### src/rtl/tfn_pkg.sv
package tfn_pkg;

  localparam int unsigned CoordW    = 32;
  localparam int unsigned EdgeW     = CoordW + 1;
  localparam int unsigned ProdW     = 2 * EdgeW;
  localparam int unsigned CrossW    = ProdW + 1;
  localparam int unsigned MagW      = ProdW;
  localparam int unsigned NormBit   = 29;
  localparam int unsigned AW        = NormBit + 1;
  localparam int unsigned SqW       = 2 * AW;
  localparam int unsigned SumW      = SqW + 2;
  localparam int unsigned RootW     = SumW / 2;
  localparam int unsigned RemW      = RootW + 1;
  localparam int unsigned QW        = 16;
  localparam int unsigned FracW     = QW - 1;
  localparam int unsigned DshW      = RootW + FracW;
  localparam int unsigned DivW      = DshW + 1;
  localparam int unsigned GrpW      = 11;
  localparam int unsigned NumGrp    = MagW / GrpW;
  localparam int unsigned GselW     = $clog2(NumGrp);
  localparam int unsigned BselW     = $clog2(GrpW);
  localparam int unsigned TopW      = $clog2(MagW);
  localparam int unsigned SqrtSteps = RootW;
  localparam int unsigned DivSteps  = QW;
  localparam int unsigned FrontW    = 9;

  typedef struct packed {
    logic [2:0][AW-1:0]  a;
    logic [2:0]          neg;
    logic                degen;
    logic [RemW-1:0]     rem;
    logic [RootW-1:0]    root;
    logic [SumW-1:0]     s;
  } sqrt_t;

  typedef struct packed {
    logic [2:0]           neg;
    logic                 degen;
    logic [DshW-1:0]      dsh;
    logic [2:0][DivW-1:0] r;
    logic [2:0][QW-1:0]   q;
  } div_t;

endpackage

### src/rtl/tfn_div_cell.sv
module tfn_div_cell (
  input  logic          clk_i,
  input  logic          rst_ni,
  input  logic          valid_i,
  output logic          ready_o,
  input  tfn_pkg::div_t data_i,
  output logic          valid_o,
  input  logic          ready_i,
  output tfn_pkg::div_t data_o
);
  import tfn_pkg::*;

  logic v_q;
  div_t d_q, d_d;

  assign ready_o = !v_q || ready_i;

  // one quotient bit per lane per cell, divisor walks down one place
  always_comb begin
    d_d     = data_i;
    d_d.dsh = data_i.dsh >> 1;
    for (int i = 0; i < 3; i++) begin
      if (data_i.r[i] >= DivW'(data_i.dsh)) begin
        d_d.r[i] = data_i.r[i] - DivW'(data_i.dsh);
        d_d.q[i] = {data_i.q[i][QW-2:0], 1'b1};
      end else begin
        d_d.q[i] = {data_i.q[i][QW-2:0], 1'b0};
      end
    end
  end

  always_ff @(posedge clk_i or negedge rst_ni) begin
    if (!rst_ni) begin
      v_q <= 1'b0;
    end else if (ready_o) begin
      v_q <= valid_i;
    end
  end

  always_ff @(posedge clk_i) begin
    if (ready_o) begin
      d_q <= d_d;
    end
  end

  assign valid_o = v_q;
  assign data_o  = d_q;

endmodule

### config.mk
export PLATFORM = sky130hd
export DESIGN_NAME = tfn_div_cell
export DESIGN_NICKNAME = d
export VERILOG_FILES = /design/src/rtl/tfn_pkg.sv /design/src/rtl/tfn_div_cell.sv
export SDC_FILE = /design/constraint.sdc
export NUM_CORES = 1
export LEC_CHECK = 0
export BUFFER_PORTS_ARGS = -buffer_cell sky130_fd_sc_hd__buf_4
export CAP_MARGIN = 10
export CORE_AREA = 2 2 189 191
export CTS_CLUSTER_DIAMETER = 120
export DETAILED_ROUTE_END_ITERATION = 12
export DIE_AREA = 0 0 191 193
export HOLD_SLACK_MARGIN = 0.1
export PLACE_DENSITY_LB_ADDON = 0.15
export SYNTH_ARGS = -nofsm -noshare
export SYNTH_HDL_FRONTEND = slang
export SYNTH_SLANG_ARGS = --single-unit
### constraint.sdc
create_clock -name clk_i -period 16.4 [get_ports clk_i]
set_clock_uncertainty 0.1 [all_clocks]
set_input_delay 4.92 -clock clk_i [delete_from_list [all_inputs] [get_ports clk_i]]
set_output_delay 4.92 -clock clk_i [all_outputs]
set_load 0.03 [all_outputs]
==> run metrics <==
worst setup margin around 5.7 ns; residual overflow from global routing 0; vias per cell 5.866; Main synth FF type edfxtp_1; Avg WL per Cell 22.51 µm; PortBufs 479; Synth cell types 90; GRT Total Usage 0.3129; Slew HR 0.3337; worst hold start valid_o$_DFFE_PN0P_; gp weighted congestion ~0.96; commonest cells after routing, fill and taps aside 485 x buf_4, 238 x edfxtp_1, 173 x a21oi_1; P_leak 9.612 nW; DRT iter0 DRCs 1075; worst slack at placement 5.670 ns; initial antenna violation count 3; cell count after synthesis 1758; Critical Path Source Type input port; Worst R2R End data_o[106]$_DFFE_PP_; Max IR drop VDD between 0.09 and 0.1 mV; fillers 2905; R2R Path Start valid_o$_DFFE_PN0P_; Worst path most repeated cell buf_4; CP peak stage delay between 0.3 and 0.4 ns; Yosys reg bits between 200 and 250; register area share after synthesis 0.4104; Tightest Hold Check Type reg -> reg; R2R depth 3; Final #Nets between 2k and 3k; Worst EP arrival ~5.7 ns; crit-path cells buf_4 -> nand2b_4 -> buf_4; max-cap violation count 0; power per cell area 100.4 nW/µm²; synthesized area about 17000 µm²; I/O pins 484; Reg clk slew, reported paths around 0.060 ns; Area Growth Syn to Fin 26.53%; Crit-path slowest cell nand2b_4; Fin. Hold Viols 0; Die ar. 36860 µm²; Initial Util 0.4998; Num Clock Sinks between 200 and 250; Max Clk Rate 93.17 MHz; Inserted Clock Buffers 26; first-pass GRT wire length 87.07 mm; drt first pass iters 5; CTS tree yes; register area 7172 µm²; yosys warns 0; DRT Wirelength 60.41 mm; DP Area 21300 µm²; Crit. End Element output pin; CTS-repair resized insts 0; final critical-path share of the clock period 0.6545; antenna-violating nets left 0; Setup CP Type in -> out; Critical Path RT 11.38 ns; WHS Endpoint data_o[10]$_DFFE_PP_; Buf/Inv on CP 2; vias in the first global route 14.99k; EDFF count, synth between 200 and 250; slack of the worst reg-to-reg path 14.08 ns; Die W approximately 190 µm; hold path depth 1; worst skew pair latency 0.56 ns; share of layout cells above drive strength 1 0.2875; ys async rst share 0.004184; Final Max Slew Viols 0; cts hold-fix bufs 0; slew of the pin with the lowest slew margin 0.9865 ns; largest net degree at the start of global routing 81; Vias between 15k and 20k; Rows 69; Remaining DRCs 0; hpwl dp about 50 mm; Setup-failing EPs final 0; unrepaired setup endpoints after global routing no; post-route cell area about 22000 µm²; Net Count, Synth between 2k and 2.5k; worst-path fanout max 28; Setup TNS 0 ns; area of the multi-input gates 9599 µm²; Core Area around 35000 µm²; worst-case clock buffer depth 3; status finished clean; die span in y 193 µm; most common cell after layout, fill and taps aside buf_4; H-tree levels 1; Avg Inst Size Synth 9.941 µm²; CTS root buf clkbuf_16; Setup Fix Bufs, Post-CTS 0; Min Clock Period, post-route 10.73 ns; Top Family by Delay on Critical Path buffers and inverters
-- worst register-to-register path: cells and delay by family (launching register included) --
family | cells | cell delay, ns
flops | 1 | 0.41
simple gates | 1 | 0.39
buf+inv | 2 | 1.02
-- Yosys cell counts (6+ instances only) --
cell       count  share of area
o31ai_1       13         0.0056
clkbuf_1      37         0.0079
and3_1        23         0.0082
nor3_1        36          0.010
a211oi_1      10         0.0043
nor2b_1       11         0.0039
o311ai_0       6         0.0030
mux2_4        10         0.0086
or3_1          6         0.0021
a31o_2         7         0.0035
o211ai_1      20         0.0086
a21oi_2       35          0.018
nand3_1       50          0.014
mux2_2        31          0.020
buf_2          6         0.0017
a31oi_1       18         0.0064
buf_6         11         0.0071
nand2_1      122          0.026
nand4_1       30          0.011
a21o_1        85          0.037
a211o_1        6         0.0030
inv_1         79          0.017
buf_4          9         0.0039
nor2_1       155          0.033
edfxtp_1     238           0.41
o21ai_1        6         0.0017
o41ai_1        6         0.0030
o21bai_1      20         0.0086
o21a_1        21         0.0090
ha_1         138          0.099
nand2b_1      14         0.0050
xnor2_1       79          0.040
o21ai_0       81          0.023
o2111ai_1      6         0.0030
nor4_1         6         0.0021
xor2_1        35          0.018
and2_1        13         0.0047
a21oi_1      173          0.050
-- routing by layer --
metal / share of wire / up-vias / global-route usage
met5: 0 / - / 0
met3: 0.078 / 111 / 0.06009
met2: 0.48 / 648 / 0.5387
met4: 0.037 / 0 / 0.1190
li1: - / 7524 / -
met1: 0.40 / 7461 / 0.3899
-- through the flow --
step | util | power, mW | instances | hold slack, ns
floorplan | - | 1.374 | 1758 | 4.524
global placement | 0.6092 | 1.649 | 2637 | 0.8743
detailed placement | 0.6092 | 1.656 | 2637 | 0.8686
CTS | 0.6322 | 2.228 | 2680 | 0.8777
global route | 0.6324 | 2.313 | 2683 | 0.9115
finish | 0.6325 | 2.221 | 2684 | 0.8663
-- how the worst max path moves through the flow --
stage / startpoint / end / slack (ns) / depth (start not counted)
CTS: ready_i / ready_o / 5.67 / 3
finish: ready_i / ready_o / 5.67 / 3
detailed placement: ready_i / ready_o / 5.67 / 3
floorplan: ready_i / ready_o / 0.53 / 1
global placement: ready_i / ready_o / 5.65 / 3
global route: ready_i / ready_o / 5.63 / 3
-- cell families (layout without fill, tap and decap cells) --
group                    count (synthesis)  in the layout  share of synthesized area
XOR/XNOR                               114            114                    0.05713
multiplexers                            48             48                    0.03279
flip-flops                             239            239                     0.4104
AO/OA/AOI/OAI                          569            569                     0.2202
AND/OR/NAND/NOR                        497            497                     0.1362
adder cells (fa/ha/maj)                141            141                     0.1022
other                                    1              5                  0.0002146
buffers and inverters                  149            610                    0.04081
-- area by class of cell --
cell class	count	area share
Clock buffer	30	0.03010
Tap cell	461	0.02608
Sequential cell	239	0.3243
Timing Repair Buffer	485	0.1646
Antenna cell	4	0.0004526
Clock inverter	13	0.006167
Multi-Input combinational cell	1370	0.4341
Inverter	82	0.01415
-- power by group --
part	switching [mW]	leakage (nW)	internal, mW
registers	0.0259	2.39	0.780
logic	0.521	6.82	0.326
clock network	0.247	0.398	0.321
-- flip-flops by register name, summed over array words and instances, names as in the netlist --
| register | cells |
|---|---|
| valid_o | 1 |
| data_o | 238 |
(Power assumes the default switching activity.)
