<file path="src/rtl/tfn_pkg.sv">
package tfn_pkg;

  localparam int unsigned CoordW    = 32;
  localparam int unsigned EdgeW     = CoordW + 1;
  localparam int unsigned ProdW     = 2 * EdgeW;
  localparam int unsigned CrossW    = ProdW + 1;
  localparam int unsigned MagW      = ProdW;
  localparam int unsigned NormBit   = 29;
  localparam int unsigned AW        = NormBit + 1;
  localparam int unsigned SqW       = 2 * AW;
  localparam int unsigned SumW      = SqW + 2;
  localparam int unsigned RootW     = SumW / 2;
  localparam int unsigned RemW      = RootW + 1;
  localparam int unsigned QW        = 16;
  localparam int unsigned FracW     = QW - 1;
  localparam int unsigned DshW      = RootW + FracW;
  localparam int unsigned DivW      = DshW + 1;
  localparam int unsigned GrpW      = 11;
  localparam int unsigned NumGrp    = MagW / GrpW;
  localparam int unsigned GselW     = $clog2(NumGrp);
  localparam int unsigned BselW     = $clog2(GrpW);
  localparam int unsigned TopW      = $clog2(MagW);
  localparam int unsigned SqrtSteps = RootW;
  localparam int unsigned DivSteps  = QW;
  localparam int unsigned FrontW    = 9;

  typedef struct packed {
    logic [2:0][AW-1:0]  a;
    logic [2:0]          neg;
    logic                degen;
    logic [RemW-1:0]     rem;
    logic [RootW-1:0]    root;
    logic [SumW-1:0]     s;
  } sqrt_t;

  typedef struct packed {
    logic [2:0]           neg;
    logic                 degen;
    logic [DshW-1:0]      dsh;
    logic [2:0][DivW-1:0] r;
    logic [2:0][QW-1:0]   q;
  } div_t;

endpackage

</file>
<file path="src/rtl/tfn_sqrt_cell.sv">
module tfn_sqrt_cell (
  input  logic           clk_i,
  input  logic           rst_ni,
  input  logic           valid_i,
  output logic           ready_o,
  input  tfn_pkg::sqrt_t data_i,
  output logic           valid_o,
  input  logic           ready_i,
  output tfn_pkg::sqrt_t data_o
);
  import tfn_pkg::*;

  logic            v_q;
  sqrt_t           d_q, d_d;
  logic [RemW+1:0] tmp, trial;

  assign ready_o = !v_q || ready_i;

  // one root bit per cell: bring down the next bit pair and try to subtract
  always_comb begin
    d_d   = data_i;
    tmp   = {data_i.rem, data_i.s[SumW-1 -: 2]};
    trial = {1'b0, data_i.root, 2'b01};
    d_d.s = {data_i.s[SumW-3:0], 2'b00};
    if (tmp >= trial) begin
      d_d.rem  = RemW'(tmp - trial);
      d_d.root = {data_i.root[RootW-2:0], 1'b1};
    end else begin
      d_d.rem  = RemW'(tmp);
      d_d.root = {data_i.root[RootW-2:0], 1'b0};
    end
  end

  always_ff @(posedge clk_i or negedge rst_ni) begin
    if (!rst_ni) begin
      v_q <= 1'b0;
    end else if (ready_o) begin
      v_q <= valid_i;
    end
  end

  always_ff @(posedge clk_i) begin
    if (ready_o) begin
      d_q <= d_d;
    end
  end

  assign valid_o = v_q;
  assign data_o  = d_q;

endmodule

</file>
<file path="config.mk">
export PLATFORM = sky130hd
export DESIGN_NAME = tfn_sqrt_cell
export DESIGN_NICKNAME = d
export VERILOG_FILES = /design/src/rtl/tfn_pkg.sv /design/src/rtl/tfn_sqrt_cell.sv
export SDC_FILE = /design/constraint.sdc
export NUM_CORES = 1
export LEC_CHECK = 0
export BUFFER_PORTS_ARGS = -buffer_cell sky130_fd_sc_hd__buf_4
export CAP_MARGIN = 20
export CELL_PAD_IN_SITES_DETAIL_PLACEMENT = 0
export CELL_PAD_IN_SITES_GLOBAL_PLACEMENT = 1
export CORE_AREA = 2 2 173 175
export CTS_BUF_LIST = sky130_fd_sc_hd__clkbuf_16
export CTS_CLUSTER_SIZE = 20
export DETAILED_ROUTE_END_ITERATION = 6
export DIE_AREA = 0 0 175 177
export PLACE_DENSITY_LB_ADDON = 0.1
export SETUP_SLACK_MARGIN = 0.5
export SLEW_MARGIN = 20
export SYNTH_ARGS = -nofsm -noshare
export SYNTH_HDL_FRONTEND = slang
export SYNTH_SLANG_ARGS = --single-unit
export TNS_END_PERCENT = 30
</file>
<file path="constraint.sdc">
create_clock -name clk_i -period 18.14 [get_ports clk_i]
set_clock_uncertainty 0.2 [all_clocks]
set_input_delay 3.628 -clock clk_i [delete_from_list [all_inputs] [get_ports clk_i]]
set_output_delay 3.628 -clock clk_i [all_outputs]
set_load 0.1 [all_outputs]
</file>
==> metrics.txt <==
Setup TNS 0 ns; post-synthesis simple-gate area fraction 4.17%; final hold vios 0; hold buffers post-CTS 0; sequential-to-total area share from yosys stat about 74%; Ports around 440; Starting Density between 30% and 40%; class of the worst hold path flop to flop; Crit. End Element primary output; Cells after Synth 527; antenna violations before repair 2; CTS tree done; Worst Path Max Fanout 31; Relative slew margins between 30 and 40%; final setup vio count 0; Final ANT Viol Nets 0; Post-synth ARST share 0.459%; Iter 0 DRT Violations between 300 and 400; PD cells 124 nW/um^2; arrival time at the worst endpoint ~4.5 ns; post-route cell area between 10,000 and 15,000 sq um; main combinational cell family by area after synthesis compound AO/OA/AOI/OAI gates; Core Area 29,200 sq um; Syn. warnings 0; Total Wirelength ~29 mm; largest net degree at the start of global routing a little under 80; mux share of post-synthesis cell area approximately 5.0%; flops & latches, synth around 220; Clock Latency Late Sink 0.52 ns; Avg Inst Size Synth 16.8 sq um; status complete, no violations; H-tree depth 1; area grow syn2layout 51.8%; CTS Root Cell clkbuf_16; Die H 177 microns; Setup Buffers After CTS 0; worst vdd ir 0.0729 mV; drt drc 0; fmax ~0.12 GHz; port bufs around 440; Worst-Margin Slew 1.04 ns; Tot GR Track Use between 10% and 20%; post-synth cell types 53; Adder-Cell Fraction of Synth Area under 10%; critical path launch point type primary input; leakage 6.00 nW; Final GP Congestion 0.795; Compound-Gate Fraction of Synth Area 6.92%; DIE WIDTH between 150 and 200 microns; Overflow after GRT 0; Period minus WS final 8.37 ns; Clock transition at path regs 0.06 ns; full die area 31,000 sq um; Post-synth EDFFs 217; CTS Buffer Depth 3; average routed wire per standard cell 20.4 microns; first-pass GRT wire length 40.0 mm; CTS buffer count 26; via count 6,157; Pins Over Slew Limit 0; Main synth FF type edfxtp_1; Placed Area 12,600 sq um; FP Rows 63; synthesized area about 9000 sq um; Final Cycle Share 46.1%; # nets final 1,243; max-cap violations 0; Resize count post-CTS 0; Sink Count 218; share of cells above drive strength 1 51.0%; required time worst endpoint about 14 ns; Antenna diodes 0; RSZ-0062 raised after global routing no; Crit Path Class primary input to primary output; vias in the first global route 6,124; First-pass DRT Iterations 6; hpwl dp 22.2 mm; Synth Area in XOR/XNOR under 10%; Via density 4.41
## final timing paths
path	start	endpoint	slack, ns	cells past startpoint
setup / recovery	ready_i	ready_o	9.77	3
max in group asynchronous	rst_ni	valid_o$_DFFE_PN0P_	14.99	1
hold / removal	valid_o$_DFFE_PN0P_	data_o[93]$_DFFE_PP_	0.76	1
min in group asynchronous	rst_ni	valid_o$_DFFE_PN0P_	2.67	1
setup reg to reg	valid_o$_DFFE_PN0P_	data_o[205]$_DFFE_PP_	15.02	3
hold reg to reg	valid_o$_DFFE_PN0P_	data_o[93]$_DFFE_PP_	0.76	1
## cells in the final DEF, fill, tap and decap left out, types with 3 or more instances in the layout
cell | synthesis | layout
and3_1 | 7 | 7
o21ai_0 | 15 | 15
mux2_4 | 26 | 26
ha_1 | 33 | 33
buf_4 | 2 | 444
nand2_1 | 18 | 18
xnor2_1 | 22 | 22
a31oi_1 | 3 | 3
o211ai_1 | 3 | 3
nor3_1 | 6 | 6
clkinv_1 | 0 | 5
a22oi_1 | 3 | 3
nand3_1 | 3 | 3
edfxtp_1 | 217 | 217
bufinv_16 | 0 | 3
nor2_1 | 15 | 15
a221oi_1 | 3 | 3
clkinv_2 | 0 | 3
inv_1 | 38 | 46
a21oi_1 | 27 | 27
and4_1 | 3 | 3
a21o_1 | 13 | 13
nand2b_1 | 10 | 9
mux2_2 | 3 | 3
clkbuf_16 | 0 | 27
a211oi_1 | 4 | 4
xor2_1 | 8 | 8
## Yosys cell counts (all sizes together) (2+ instances only)
library cell | n | area share, %
a211o | 2 | 0.20
a211oi | 5 | 0.48
a21o | 13 | 1.1
a21oi | 27 | 1.5
a221o | 2 | 0.23
a221oi | 3 | 0.30
a22oi | 3 | 0.25
a31oi | 3 | 0.21
and3 | 7 | 0.49
and4 | 4 | 0.42
buf | 7 | 0.73
clkbuf | 6 | 0.25
edfxtp | 217 | 73
ha | 33 | 4.6
inv | 38 | 1.6
mux2 | 29 | 4.8
mux2i | 2 | 0.23
nand2 | 18 | 0.76
nand2b | 10 | 0.70
nand3 | 3 | 0.17
nand4 | 2 | 0.14
nor2 | 15 | 0.63
nor3 | 7 | 0.45
o211ai | 3 | 0.25
o21a | 2 | 0.17
o21ai | 15 | 0.85
o21bai | 2 | 0.17
o31ai | 2 | 0.17
xnor2 | 22 | 2.2
xor2 | 8 | 0.79
## worst max-delay path, stage by stage
cell and delay (ns):
buf_4 0.08, nand2b_4 0.40, buf_4 0.38
## registers in the layout (all words and copies together), names as in the netlist
name / flops
valid_o: 1
data_o: 217
## cell families (layout without fill, tap and decap cells)
kind of cell,after synthesis,after routing
compound gates,92,92
xor+xnor,30,30
fa+ha+maj,33,33
buf+inv,51,530
flops,218,218
mux,31,31
other cells,1,2
simple gates,71,71
## metrics by stage
step	std cells	util [%]	total power, W	setup slack [ns]	hold slack (ns)
floorplan	528	-	0.00105	4.77	3.13
global placement	1349	43.2	0.00117	9.76	0.771
detailed placement	1349	43.2	0.00118	9.75	0.787
CTS	1397	46.1	0.00169	9.75	0.787
global route	1397	46.1	0.00174	9.72	0.832
finish	1397	46.1	0.00167	9.77	0.762
## layer usage
| layer | share of wire [%] | vias to the layer above | GRT usage [%] | wire length [microns] |
|---|---|---|---|---|
| li1 | - | 2940 | - | - |
| met3 | 8.1 | 35 | 5.33 | 2310 |
| met1 | 38 | 2938 | 20.1 | 10800 |
| met5 | 0.081 | - | 0 | 23 |
| met4 | 1.3 | 4 | 3.37 | 377 |
| met2 | 53 | 240 | 32.0 | 15000 |
## cell type report
cell class	count	area [sq um]
fill	2715	15800
tap	390	488
timing repair buffer	444	3330
clock buffer	27	676
inverter	38	143
multi-input combinational	259	2130
clock inverter	21	169
sequential	218	6540
## where the power goes
group | internal (W) | switching, W
logic | 0.000132 | 0.000408
clock network | 0.000310 | 0.000202
registers | 0.000609 | 0.0000119
Note: power is estimated with default switching activity, not from simulation.
